$ cat src/rtl/core/dlr_pkg.sv
// Package for the DDA line rasteriser: opcodes and the command and status
// structures passed between the controller and the datapath. No dependencies.
package dlr_pkg;

    localparam logic OP_START = 1'b0;
    localparam logic OP_STEP  = 1'b1;

    typedef struct packed {
        logic capture;
        logic setup;
        logic div_step;
        logic div_last;
        logic step;
    } t_dp_cmd;

    typedef struct packed {
        logic out_free;
        logic major_zero;
    } t_dp_status;

endpackage

$ cat src/rtl/core/dlr_controller.sv
// Sequencer of the DDA line rasteriser: accepts requests and drives the
// capture, setup, slope division and step commands of the datapath. Depends on dlr_pkg.
module dlr_controller
    import dlr_pkg::*;
#(
    parameter int FRAC_BITS = 16
) (
    input  logic       i_clk,
    input  logic       i_rst_n,
    input  logic       i_in_valid,
    input  logic       i_opcode,
    output logic       o_in_ready,
    input  t_dp_status i_status,
    output t_dp_cmd    o_cmd
);

    localparam int CW = $clog2(FRAC_BITS + 1);

    typedef enum logic [2:0] {
        S_IDLE  = 3'b001,
        S_SETUP = 3'b010,
        S_DIV   = 3'b100
    } t_state;

    t_state          r_state, n_state;
    logic [CW-1:0]   r_cnt, n_cnt;
    logic            accept;
    logic            cnt_last;

    assign o_in_ready = (r_state == S_IDLE) && i_status.out_free;
    assign accept     = i_in_valid && o_in_ready;
    assign cnt_last   = (r_cnt == CW'(FRAC_BITS));

    always_comb begin
        n_state = r_state;
        n_cnt   = r_cnt;
        o_cmd   = '0;
        unique case (r_state)
            S_IDLE: begin
                if (accept) begin
                    if (i_opcode == OP_START) begin
                        o_cmd.capture = 1'b1;
                        n_state       = S_SETUP;
                    end else begin
                        o_cmd.step = 1'b1;
                    end
                end
            end
            S_SETUP: begin
                o_cmd.setup = 1'b1;
                n_cnt       = '0;
                n_state     = i_status.major_zero ? S_IDLE : S_DIV;
            end
            S_DIV: begin
                o_cmd.div_step = 1'b1;
                o_cmd.div_last = cnt_last;
                n_cnt          = r_cnt + CW'(1);
                if (cnt_last) begin
                    n_state = S_IDLE;
                end
            end
            default: begin
                n_state = S_IDLE;
            end
        endcase
    end

    always_ff @(posedge i_clk) begin
        if (!i_rst_n) begin
            r_state <= S_IDLE;
            r_cnt   <= '0;
        end else begin
            r_state <= n_state;
            r_cnt   <= n_cnt;
        end
    end

endmodule

$ cat src/rtl/core/dlr_datapath.sv
// Datapath of the DDA line rasteriser: endpoint ordering, restoring slope
// division, the minor accumulator and the output register. Depends on dlr_pkg.
module dlr_datapath
    import dlr_pkg::*;
#(
    parameter int COORD_BITS = 12,
    parameter int FRAC_BITS  = 16
) (
    input  logic                         i_clk,
    input  logic                         i_rst_n,
    input  t_dp_cmd                      i_cmd,
    output t_dp_status                   o_status,
    input  logic signed [COORD_BITS-1:0] i_start_x,
    input  logic signed [COORD_BITS-1:0] i_start_y,
    input  logic signed [COORD_BITS-1:0] i_end_x,
    input  logic signed [COORD_BITS-1:0] i_end_y,
    input  logic                         i_out_ready,
    output logic                         o_out_valid,
    output logic signed [COORD_BITS-1:0] o_pixel_x,
    output logic signed [COORD_BITS-1:0] o_pixel_y,
    output logic                         o_pixel_valid,
    output logic                         o_last_pixel
);

    localparam int CB = COORD_BITS;
    localparam int FB = FRAC_BITS;
    localparam int AW = CB + FB + 1;
    localparam logic [AW:0] HALF = (AW + 1)'(1) << (FB - 1);

    logic signed [CB-1:0] r_sx, r_sy, r_ex, r_ey;
    logic                 r_y_major;
    logic signed [CB-1:0] r_pos, r_end;
    logic signed [AW-1:0] r_acc, r_inc;
    logic                 r_active;
    logic [CB:0]          r_dmaj;
    logic [CB+1:0]        r_rem;
    logic [FB:0]          r_quo;
    logic                 r_neg;
    logic                 r_out_valid;
    logic signed [CB-1:0] r_px, r_py;
    logic                 r_pv, r_pl;

    logic signed [CB:0]   dx, dy;
    logic [CB:0]          adx, ady;
    logic signed [CB-1:0] ma0_raw, ma1_raw, mi0_raw, mi1_raw;
    logic signed [CB-1:0] ma0, ma1, mi0, mi1;
    logic                 swap;
    logic signed [CB:0]   dmaj, dmin;
    logic [CB:0]          dmin_abs;
    logic [CB+1:0]        dmaj_ext, diff;
    logic                 ge;
    logic [FB:0]          quo_n;
    logic [AW-1:0]        q_ext;
    logic signed [CB-1:0] pos_n;
    logic signed [AW-1:0] acc_n;
    logic [AW:0]          rnd;
    logic [CB-1:0]        minor_n;

    assign dx  = {i_end_x[CB-1], i_end_x} - {i_start_x[CB-1], i_start_x};
    assign dy  = {i_end_y[CB-1], i_end_y} - {i_start_y[CB-1], i_start_y};
    assign adx = dx[CB] ? $unsigned(-dx) : $unsigned(dx);
    assign ady = dy[CB] ? $unsigned(-dy) : $unsigned(dy);

    assign ma0_raw = r_y_major ? r_sy : r_sx;
    assign ma1_raw = r_y_major ? r_ey : r_ex;
    assign mi0_raw = r_y_major ? r_sx : r_sy;
    assign mi1_raw = r_y_major ? r_ex : r_ey;
    assign swap    = ma0_raw > ma1_raw;
    assign ma0     = swap ? ma1_raw : ma0_raw;
    assign ma1     = swap ? ma0_raw : ma1_raw;
    assign mi0     = swap ? mi1_raw : mi0_raw;
    assign mi1     = swap ? mi0_raw : mi1_raw;
    assign dmaj    = {ma1[CB-1], ma1} - {ma0[CB-1], ma0};
    assign dmin    = {mi1[CB-1], mi1} - {mi0[CB-1], mi0};
    assign dmin_abs = dmin[CB] ? $unsigned(-dmin) : $unsigned(dmin);

    assign dmaj_ext = {1'b0, r_dmaj};
    assign ge       = r_rem >= dmaj_ext;
    assign diff     = ge ? r_rem - dmaj_ext : r_rem;
    assign quo_n    = {r_quo[FB-1:0], ge};
    assign q_ext    = {{(AW-FB-1){1'b0}}, quo_n};

    assign pos_n   = r_pos + CB'(1);
    assign acc_n   = r_acc + r_inc;
    assign rnd     = {acc_n[AW-1], acc_n} + HALF;
    assign minor_n = rnd[FB+CB-1:FB];

    assign o_status.out_free   = !r_out_valid || i_out_ready;
    assign o_status.major_zero = (dmaj == '0);

    always_ff @(posedge i_clk) begin
        if (i_cmd.capture) begin
            r_sx      <= i_start_x;
            r_sy      <= i_start_y;
            r_ex      <= i_end_x;
            r_ey      <= i_end_y;
            r_y_major <= ady > adx;
        end
        if (i_cmd.setup) begin
            r_pos  <= ma0;
            r_end  <= ma1;
            r_acc  <= {mi0[CB-1], mi0, {FB{1'b0}}};
            r_inc  <= '0;
            r_dmaj <= dmaj;
            r_rem  <= {1'b0, dmin_abs};
            r_neg  <= dmin[CB];
            r_quo  <= '0;
            r_px   <= r_y_major ? mi0 : ma0;
            r_py   <= r_y_major ? ma0 : mi0;
            r_pv   <= 1'b1;
            r_pl   <= (ma0 == ma1);
        end
        if (i_cmd.div_step) begin
            r_rem <= {diff[CB:0], 1'b0};
            r_quo <= quo_n;
            if (i_cmd.div_last) begin
                r_inc <= r_neg ? $signed(-q_ext) : $signed(q_ext);
            end
        end
        if (i_cmd.step) begin
            if (r_active) begin
                r_pos <= pos_n;
                r_acc <= acc_n;
                r_px  <= r_y_major ? minor_n : pos_n;
                r_py  <= r_y_major ? pos_n : minor_n;
                r_pv  <= 1'b1;
                r_pl  <= !(pos_n < r_end);
            end else begin
                r_px <= '0;
                r_py <= '0;
                r_pv <= 1'b0;
                r_pl <= 1'b0;
            end
        end
    end

    always_ff @(posedge i_clk) begin
        if (!i_rst_n) begin
            r_active    <= 1'b0;
            r_out_valid <= 1'b0;
        end else begin
            if (i_cmd.setup) begin
                r_active <= (ma0 != ma1);
            end else if (i_cmd.step && r_active) begin
                r_active <= pos_n < r_end;
            end
            if (i_cmd.setup || i_cmd.step) begin
                r_out_valid <= 1'b1;
            end else if (i_out_ready) begin
                r_out_valid <= 1'b0;
            end
        end
    end

    assign o_out_valid   = r_out_valid;
    assign o_pixel_x     = r_px;
    assign o_pixel_y     = r_py;
    assign o_pixel_valid = r_pv;
    assign o_last_pixel  = r_pl;

endmodule

$ cat src/rtl/core/dda_line_rasterizer_unit.sv
// Top level of the DDA line rasteriser: joins the controller and the datapath.
// Depends on dlr_pkg, dlr_controller and dlr_datapath.
//
// Usage: requests arrive on the s_axis channel. tuser carries the opcode
// (start a line or step to the next pixel) and tdata the two endpoints, used
// only by a start. Every request gives exactly one result on m_axis: tdata
// holds the pixel, tuser says whether a pixel is given and tlast marks the
// final pixel of the line. A step with no line in progress returns an
// invalid result with all fields zero.
// Throughput: a step is accepted and its result is in the output register
// on the next cycle, so steps run at one per cycle while m_axis takes each
// result. A start is captured, then the endpoints are ordered and the first
// pixel is emitted, then the one-bit-per-cycle restoring slope divider runs;
// tready stays low after the capture until the division ends. A line
// whose endpoints coincide skips the division.
// Reset: synchronous and active low; no line is active and the output
// register is empty afterwards.
// Back-pressure: while a result waits on m_axis, tready stays low unless the
// result is taken in the same cycle; results are held stable until taken.
module dda_line_rasterizer_unit
    import dlr_pkg::*;
#(
    parameter int COORD_BITS = 12,
    parameter int FRAC_BITS  = 16
) (
    input  logic                                    i_clk,
    input  logic                                    i_rst_n,
    input  logic                                    s_axis_tvalid,
    output logic                                    s_axis_tready,
    // Fields from bit 0: start_x, start_y, end_x, end_y, zero padding.
    input  logic [((4*COORD_BITS+7)/8)*8-1:0]       s_axis_tdata,
    // Fields from bit 0: opcode.
    input  logic                                    s_axis_tuser,
    output logic                                    m_axis_tvalid,
    input  logic                                    m_axis_tready,
    // Fields from bit 0: pixel_x, pixel_y, zero padding.
    output logic [((2*COORD_BITS+7)/8)*8-1:0]       m_axis_tdata,
    // Fields from bit 0: pixel_valid.
    output logic                                    m_axis_tuser,
    output logic                                    m_axis_tlast
);

    localparam int CB    = COORD_BITS;
    localparam int OUT_W = ((2*CB+7)/8)*8;

    t_dp_cmd              cmd;
    t_dp_status           status;
    logic signed [CB-1:0] pixel_x, pixel_y;

    dlr_controller #(
        .FRAC_BITS(FRAC_BITS)
    ) u_ctrl (
        .i_clk      (i_clk),
        .i_rst_n    (i_rst_n),
        .i_in_valid (s_axis_tvalid),
        .i_opcode   (s_axis_tuser),
        .o_in_ready (s_axis_tready),
        .i_status   (status),
        .o_cmd      (cmd)
    );

    dlr_datapath #(
        .COORD_BITS(COORD_BITS),
        .FRAC_BITS (FRAC_BITS)
    ) u_dp (
        .i_clk         (i_clk),
        .i_rst_n       (i_rst_n),
        .i_cmd         (cmd),
        .o_status      (status),
        .i_start_x     (s_axis_tdata[CB-1:0]),
        .i_start_y     (s_axis_tdata[2*CB-1:CB]),
        .i_end_x       (s_axis_tdata[3*CB-1:2*CB]),
        .i_end_y       (s_axis_tdata[4*CB-1:3*CB]),
        .i_out_ready   (m_axis_tready),
        .o_out_valid   (m_axis_tvalid),
        .o_pixel_x     (pixel_x),
        .o_pixel_y     (pixel_y),
        .o_pixel_valid (m_axis_tuser),
        .o_last_pixel  (m_axis_tlast)
    );

    assign m_axis_tdata = OUT_W'({pixel_y, pixel_x});

endmodule

$ cat config.mk
export PLATFORM = sky130hd
export DESIGN_NAME = dda_line_rasterizer_unit
export DESIGN_NICKNAME = d
export VERILOG_FILES = /design/src/rtl/core/dlr_pkg.sv /design/src/rtl/core/dlr_controller.sv /design/src/rtl/core/dlr_datapath.sv /design/src/rtl/core/dda_line_rasterizer_unit.sv
export SDC_FILE = /design/constraint.sdc
export NUM_CORES = 1
export LEC_CHECK = 0
export BUFFER_PORTS_ARGS = -buffer_cell sky130_fd_sc_hd__buf_2
export CORE_AREA = 3 3 202 204
export CTS_CLUSTER_DIAMETER = 120
export DETAILED_ROUTE_END_ITERATION = 8
export DIE_AREA = 0 0 205 207
export SYNTH_ARGS = -nofsm -noshare
export SYNTH_HDL_FRONTEND = slang
export SYNTH_SLANG_ARGS = --single-unit
$ cat constraint.sdc
create_clock -name i_clk -period 8.8 [get_ports i_clk]
set_input_delay 0.88 -clock i_clk [delete_from_list [all_inputs] [get_ports i_clk]]
set_output_delay 0.88 -clock i_clk [all_outputs]
set_load 0.005 [all_outputs]
=== Yosys cells after proc, flatten, opt, wreduce, memory -nomap -nowiden ===
Index checks and enable logic that the tools add are counted.

* Add/sub/neg operators: 13
* $lt $le $gt $ge: 4
* Equal/unequal tests: 9
* Muxes and demuxes: 60
* Reduce and logical (&&, ||, !) cells: 14

{| class="wikitable"
|+ Operators by type and width
! operator !! count
|-
| two-way mux 12 bit || 21
|-
| two-way mux 29 bit || 7
|-
| two-way mux 13 bit || 4
|-
| subtractor 12 x 12 -> 13 bit || 4
|-
| negation 13 bit || 3
|-
| two-way mux 16 bit || 2
|-
| adder 29 bit || 1
|-
| negation 17 -> 29 bit || 1
|-
| adder 28 x 17 -> 28 bit (second input constant) || 1
|-
| two-way mux 14 bit || 2
|-
| two-way mux 1 bit || 17
|-
| greater-or-equal comparator 14 x 13 -> 1 bit || 1
|-
| > comparator 13 bit || 1
|-
| logical NOT 13 bit || 1
|-
| subtractor 13 bit || 1
|-
| adder 12 x 2 -> 12 bit (second input constant) || 1
|-
| == test 12 bit || 1
|-
| > comparator 12 bit || 1
|-
| less-than comparator 12 bit || 1
|-
| two-way mux 3 bit || 4
|-
| != test 12 bit || 1
|-
| one-hot mux 5 bit (2 select lines) || 1
|-
| nonzero test 2 bit || 5
|-
| one-hot mux 3 bit (3 select lines) || 1
|-
| 12 further kinds || 17
|}

* Bits in registers: 211
* Output and inout bits: 28

=== Depth between registers and ports, before layout ===
* Depth in word-level cells: 9
* Gate-level depth with buffers: 33

=== Modules after synthesis ===
From an unflattened synthesis, not the netlist that was laid out.

* Cell total of the unflattened synthesis: 1652
* Area total of the unflattened synthesis: 15329.7 sq um

{| class="wikitable"
|+ By module, submodules not included
! module !! times used !! cells each !! area an instance (sq um) !! seq. area each (sq um)
|-
| dlr_datapath || 1 || 1606 || 14924.3 || 5325.1
|-
| dlr_controller || 1 || 46 || 405.4 || 160.2
|}

=== Least setup slack after synthesis ===
No wires, ideal clock.

* Kind: flip-flop to flip-flop
* Start: register u_dp.r_y_major
* End: register u_dp.r_rem[10] (data pin)
* Setup time: 0.271 ns
* Arrival: 6.572 ns
* Slack: 1.957 ns
* Stages on the path, launching flop included: 29
* Cell sequence: edfxtp_1 buf_2 buf_2 buf_2 buf_2 buf_1 mux2i_1 ha_1 buf_2 nand4_1 nor2_4 o2bb2ai_1 o21ai_1 a21oi_1 clkbuf_1 mux2i_1 mux2i_1 ha_1 inv_1 fa_1 a21o_1 a21oi_1 o21ai_0 a21oi_1 xnor2_1 or4b_2 o41ai_1 xor2_1 o22ai_1

* Word-level cells in the longest chain between the ends: 8
* Elaborated cells on any way between the ends: 12

{| class="wikitable"
|+ Ends and longest elaborated chain
! element !! line !! RTL
|-
| start: declaration || dlr_datapath.sv:31 || <nowiki>logic r_y_major;</nowiki>
|-
| start signal: assignment || dlr_datapath.sv:97 || <nowiki>r_y_major <= ady > adx;</nowiki>
|-
| two-way mux 12 bit (on tied branches) || dlr_datapath.sv:64, dlr_datapath.sv:65 ||
|-
| > comparator 12 bit || dlr_datapath.sv:68 || <nowiki>assign swap = ma0_raw > ma1_raw;</nowiki>
|-
| two-way mux 12 bit (on tied branches) || dlr_datapath.sv:72, dlr_datapath.sv:71 ||
|-
| subtractor 12 x 12 -> 13 bit * || dlr_datapath.sv:74 || <nowiki>assign dmin = {mi1[CB-1], mi1} - {mi0[CB-1], mi0};</nowiki>
|-
| negation 13 bit || dlr_datapath.sv:75 || <nowiki>assign dmin_abs = dmin[CB] ? $unsigned(-dmin) : $unsigned(dmin);</nowiki>
|-
| two-way mux 13 bit * || dlr_datapath.sv:75 ||
|-
| two-way mux 14 bit * || dlr_datapath.sv:99 || <nowiki>if (i_cmd.setup) begin</nowiki>
|-
| two-way mux 14 bit * || dlr_datapath.sv:113 || <nowiki>if (i_cmd.div_step) begin</nowiki>
|-
| end signal: assignment || dlr_datapath.sv:105 || <nowiki>r_rem <= {1'b0, dmin_abs};</nowiki>
|-
| end signal: assignment || dlr_datapath.sv:114 || <nowiki>r_rem <= {diff[CB:0], 1'b0};</nowiki>
|-
| end: declaration || dlr_datapath.sv:36 || <nowiki>logic [CB+1:0] r_rem;</nowiki>
|}

Mark *: on every way between the ends. The rest lies on a longest branch, timed or not. The select of a mux whose other input is x is not followed.
A chain may end at the register's enable or synchronous reset.

=== Worst setup path in the final report ===
Same ends and word-level chain as after synthesis.

==> results.py <==
metrics = {
    "clocking": {
        "postCtsHoldBufs": 0,
        "clockBufferDepth": 3,
        "htree_levels": 1,
        "cts_tree": "built",
        "insertion_delay_ns": 0.54,
        "ctsResizeCount": 0,
        "cts.clk_slew.worst_paths_ns": 0.06,
        "postCtsSetupBuffers": 0,
        "numCtsBuffers": 26,
        "clock_sinks": 209,
        "cts_root_buf": "clkbuf_16",
    },
    "final_layout": {
        "syn_to_final_growth_pct": 11.4,
        "n_antenna_cell": 0,
        "drive_above_1_share_pct": 11.2,
        "fin_nets": 1970,
        "instances_no_fill": 2336,
        "fill_cells": 3913,
    },
    "power_and_ir_drop": {
        "ir_worst_vdd_v": 0.000179,
        "p_leak_nw": 7.31,
        "p_per_area_nw_per_um2": 307,
    },
    "place": {
        "dpl_worst_slack_ns": 1.69,
        "dp.cells": 2288,
        "port_buffers": 80,
        "place_congestion": 0.969,
        "dpl.hpwl_mm": 35.0,
    },
    "grt": {
        "overflow": 0,
        "antenna_found_initial": 0,
        "grt_first_pass_wirelength_mm": 69.7,
        "grtUsageTotal_pct": 20.6,
        "grt_pass1_vias": 12472,
        "grt_start_max_net_pins": 85,
    },
    "routing": {
        "dr.first_iter.drc_count": 1176,
        "drc_errors": 0,
        "route.met2.wl_mm": 20.8,
        "met1Wirelength_mm": 20.1,
        "firstDrtPassIters": 6,
        "highest_layer": "met4",
        "avgViaCountPerCell": 5.61,
        "avgRoutedWirePerCell_um": 19.2,
        "totalWireLength_mm": 44.8,
        "dr_wl_met3_mm": 2.68,
        "ant_nets": 0,
        "vias": 13111,
    },
    "yosys": {
        "yosys.area.top_type": "edfxtp_1",
        "ys_seq_area_share_pct": 35.2,
        "yosysWarnings": 0,
        "synth.most_common_cell": "nor2_1",
        "synth_top_area_share_pct": 25.1,
        "synth.area.top_cells": "edfxtp_1, dfxtp_1, ha_1",
        "synth-xor-area-share_pct": 6.70,
        "synth_edf_count": 130,
        "synth_area_um2": 15600,
        "synthAdderAreaFrac_pct": 10.4,
        "synth_top_family_by_area": "compound AO/OA/AOI/OAI gates",
        "synth.distinct_cells": 87,
        "synthCells": 1742,
        "ys_ff_latch": 209,
        "syn_avg_cell_area_um2": 8.94,
        "synth_simple_gate_area_share_pct": 16.6,
        "synthTopCellsByCount": "nor2_1, a21oi_1, edfxtp_1, nand2_1, o21ai_0",
        "yosys-mux-area-fraction_pct": 6.61,
        "synth-compound-area-share_pct": 19.6,
        "syn-num-nets": 1921,
        "ys.flop_type": "edfxtp_1",
        "async_reset_ff_share_pct": 0,
    },
    "floorplan": {
        "die_area_um2": 42400,
        "die_x_um": 205,
        "num_rows": 73,
        "die_y_um": 207,
        "pin_count": 81,
        "fp.coreArea_um2": 39500,
        "floorplan.initialDensity_pct": 39.5,
    },
    "timing": {
        "setup_tns_ns": 0,
        "min_period_ns": 7.19,
        "fmax_ghz": 0.139,
        "period_share_pct": 81.7,
        "fin_skew_ns": 0.0203,
        "slew-limit-headroom_pct": 20.3,
        "hold_viol_final": 0,
        "worst_slew_pin_slew_ns": 1.19,
        "rsz0062_at_grt": "false",
        "setup_slack_ns": 1.61,
        "finalSetupViolCount": 0,
        "maxSlewViolCount": 0,
    },
    "hold_path": {
        "holdCritPathClass": "reg -> reg",
        "min_to": "u_ctrl.r_cnt[4]",
        "hold_path_depth": 1,
        "hp-start": "u_ctrl.r_cnt[4]",
    },
    "setup_path": {
        "r2r-end": "u_dp.r_rem[10]",
        "crit_arrival_ns": 7.45,
        "crit_path_start_kind": "flop",
        "cp-end-kind": "flop",
        "reg2regPathDepth": 19,
        "crit_fanout": 39,
        "r2r-start": "u_dp.r_y_major",
        "r2r_slack_ns": 1.61,
        "crit_required_ns": 9.06,
        "critPathKind": "reg -> reg",
    },
    "run_status": {
        "status": "completed",
    },
    "run": {
        "max_cap_viol_count": 0,
    },
}
## how the worst max path moves through the flow
stage / start / endpoint / slack [ns] / cells past startpoint
2_1_floorplan: u_dp.r_y_major / u_dp.r_rem[10] / 1.96 / 28
3_3_place_gp: u_dp.r_y_major / u_dp.r_rem[10] / 1.77 / 19
3_5_place_dp: u_dp.r_y_major / u_dp.r_rem[10] / 1.69 / 19
4_1_cts: u_dp.r_y_major / u_dp.r_rem[10] / 1.67 / 19
5_1_grt: u_dp.r_y_major / u_dp.r_rem[11] / 1.21 / 21
6_report: u_dp.r_y_major / u_dp.r_rem[10] / 1.61 / 19
## logic make-up (layout without fill, tap and decap cells)
logic type	Yosys count	count (layout)
adder cells (fa/ha/maj)	126	126
AND/OR/NAND/NOR	533	533
buffers and inverters	194	263
XOR/XNOR	119	119
flip-flops	209	209
multiplexers	84	84
AO/OA/AOI/OAI	477	477
## layout by cell type (no fill, tap or decap), drive strengths merged, types with 23 or more instances in the layout
cell type and n:
edfxtp 130, o22ai 26, ha 121, nor2 162, o21ai 125, buf 94, mux2i 51, nor2b 23
xor2 60, and3 32, inv 121, nor3 30, a211oi 28, nand2 129, dfxtp 79, a21oi 133
clkbuf 40, a21o 45, xnor2 59, nand3 58
## registers in the layout, indices dropped and copies added, names as in the netlist, 12 cells and up
signal,cells
u_dp.r_pos,12
u_dp.r_sy,12
u_dp.r_sx,12
u_dp.r_ey,12
u_dp.r_acc,28
u_dp.r_ex,12
u_dp.o_pixel_x,12
u_dp.r_dmaj,13
u_dp.r_rem,14
u_dp.r_inc,28
u_dp.o_pixel_y,12
u_dp.r_quo,16
u_dp.r_end,12
## cell type report
| class | instances | area, um2 | share of cell area, % |
|---|---|---|---|
| Timing Repair Buffer | 94 | 518 | 2.99 |
| Multi-Input combinational cell | 1339 | 9360 | 54.0 |
| Sequential cell | 209 | 5490 | 31.6 |
| Inverter | 121 | 454 | 2.62 |
| Clock buffer | 40 | 787 | 4.54 |
| Tap cell | 525 | 657 | 3.79 |
| Clock inverter | 8 | 80.1 | 0.462 |
## worst max-delay path, stage by stage (launching register included)
cell       delay, ns
edfxtp_1        0.59
mux2_2          0.43
ha_1            0.90
nand4_2         0.32
nor2_4          0.28
o2bb2ai_1       0.25
o21ai_1         0.33
a21o_1          0.21
buf_4           0.48
mux4_2          0.58
ha_1            0.35
a21o_1          0.18
a21oi_1         0.21
o21ai_0         0.10
a21oi_1         0.22
xnor2_1         0.14
or4b_2          0.71
o41ai_1         0.36
xor2_1          0.17
o22ai_1         0.09
## layer usage
layer	vias to the layer above	GRT usage, %
met5	-	0
met1	6217	28.5
met2	376	33.9
met3	57	2.81
met4	0	5.14
li1	6461	-
## per-stage QoR
| step | util, % | instance area (um2) | power [mW] | hold WS (ns) |
|---|---|---|---|---|
| floorplan | - | 15600 | 3.47 | 0.422 |
| global placement | 41.7 | 16500 | 4.20 | 0.439 |
| detailed placement | 41.7 | 16500 | 4.23 | 0.443 |
| CTS | 43.9 | 17300 | 5.32 | 0.456 |
| global route | 43.9 | 17300 | 5.69 | 0.483 |
| finish | 43.9 | 17300 | 5.32 | 0.457 |
## report_power, final
part           internal [mW]  leakage [nW]  switching, mW
clock                  0.646         0.424          0.431
sequential              1.26          1.83          0.117
combinational           1.11          5.06           1.76
Note: power is estimated with default switching activity, not from simulation.
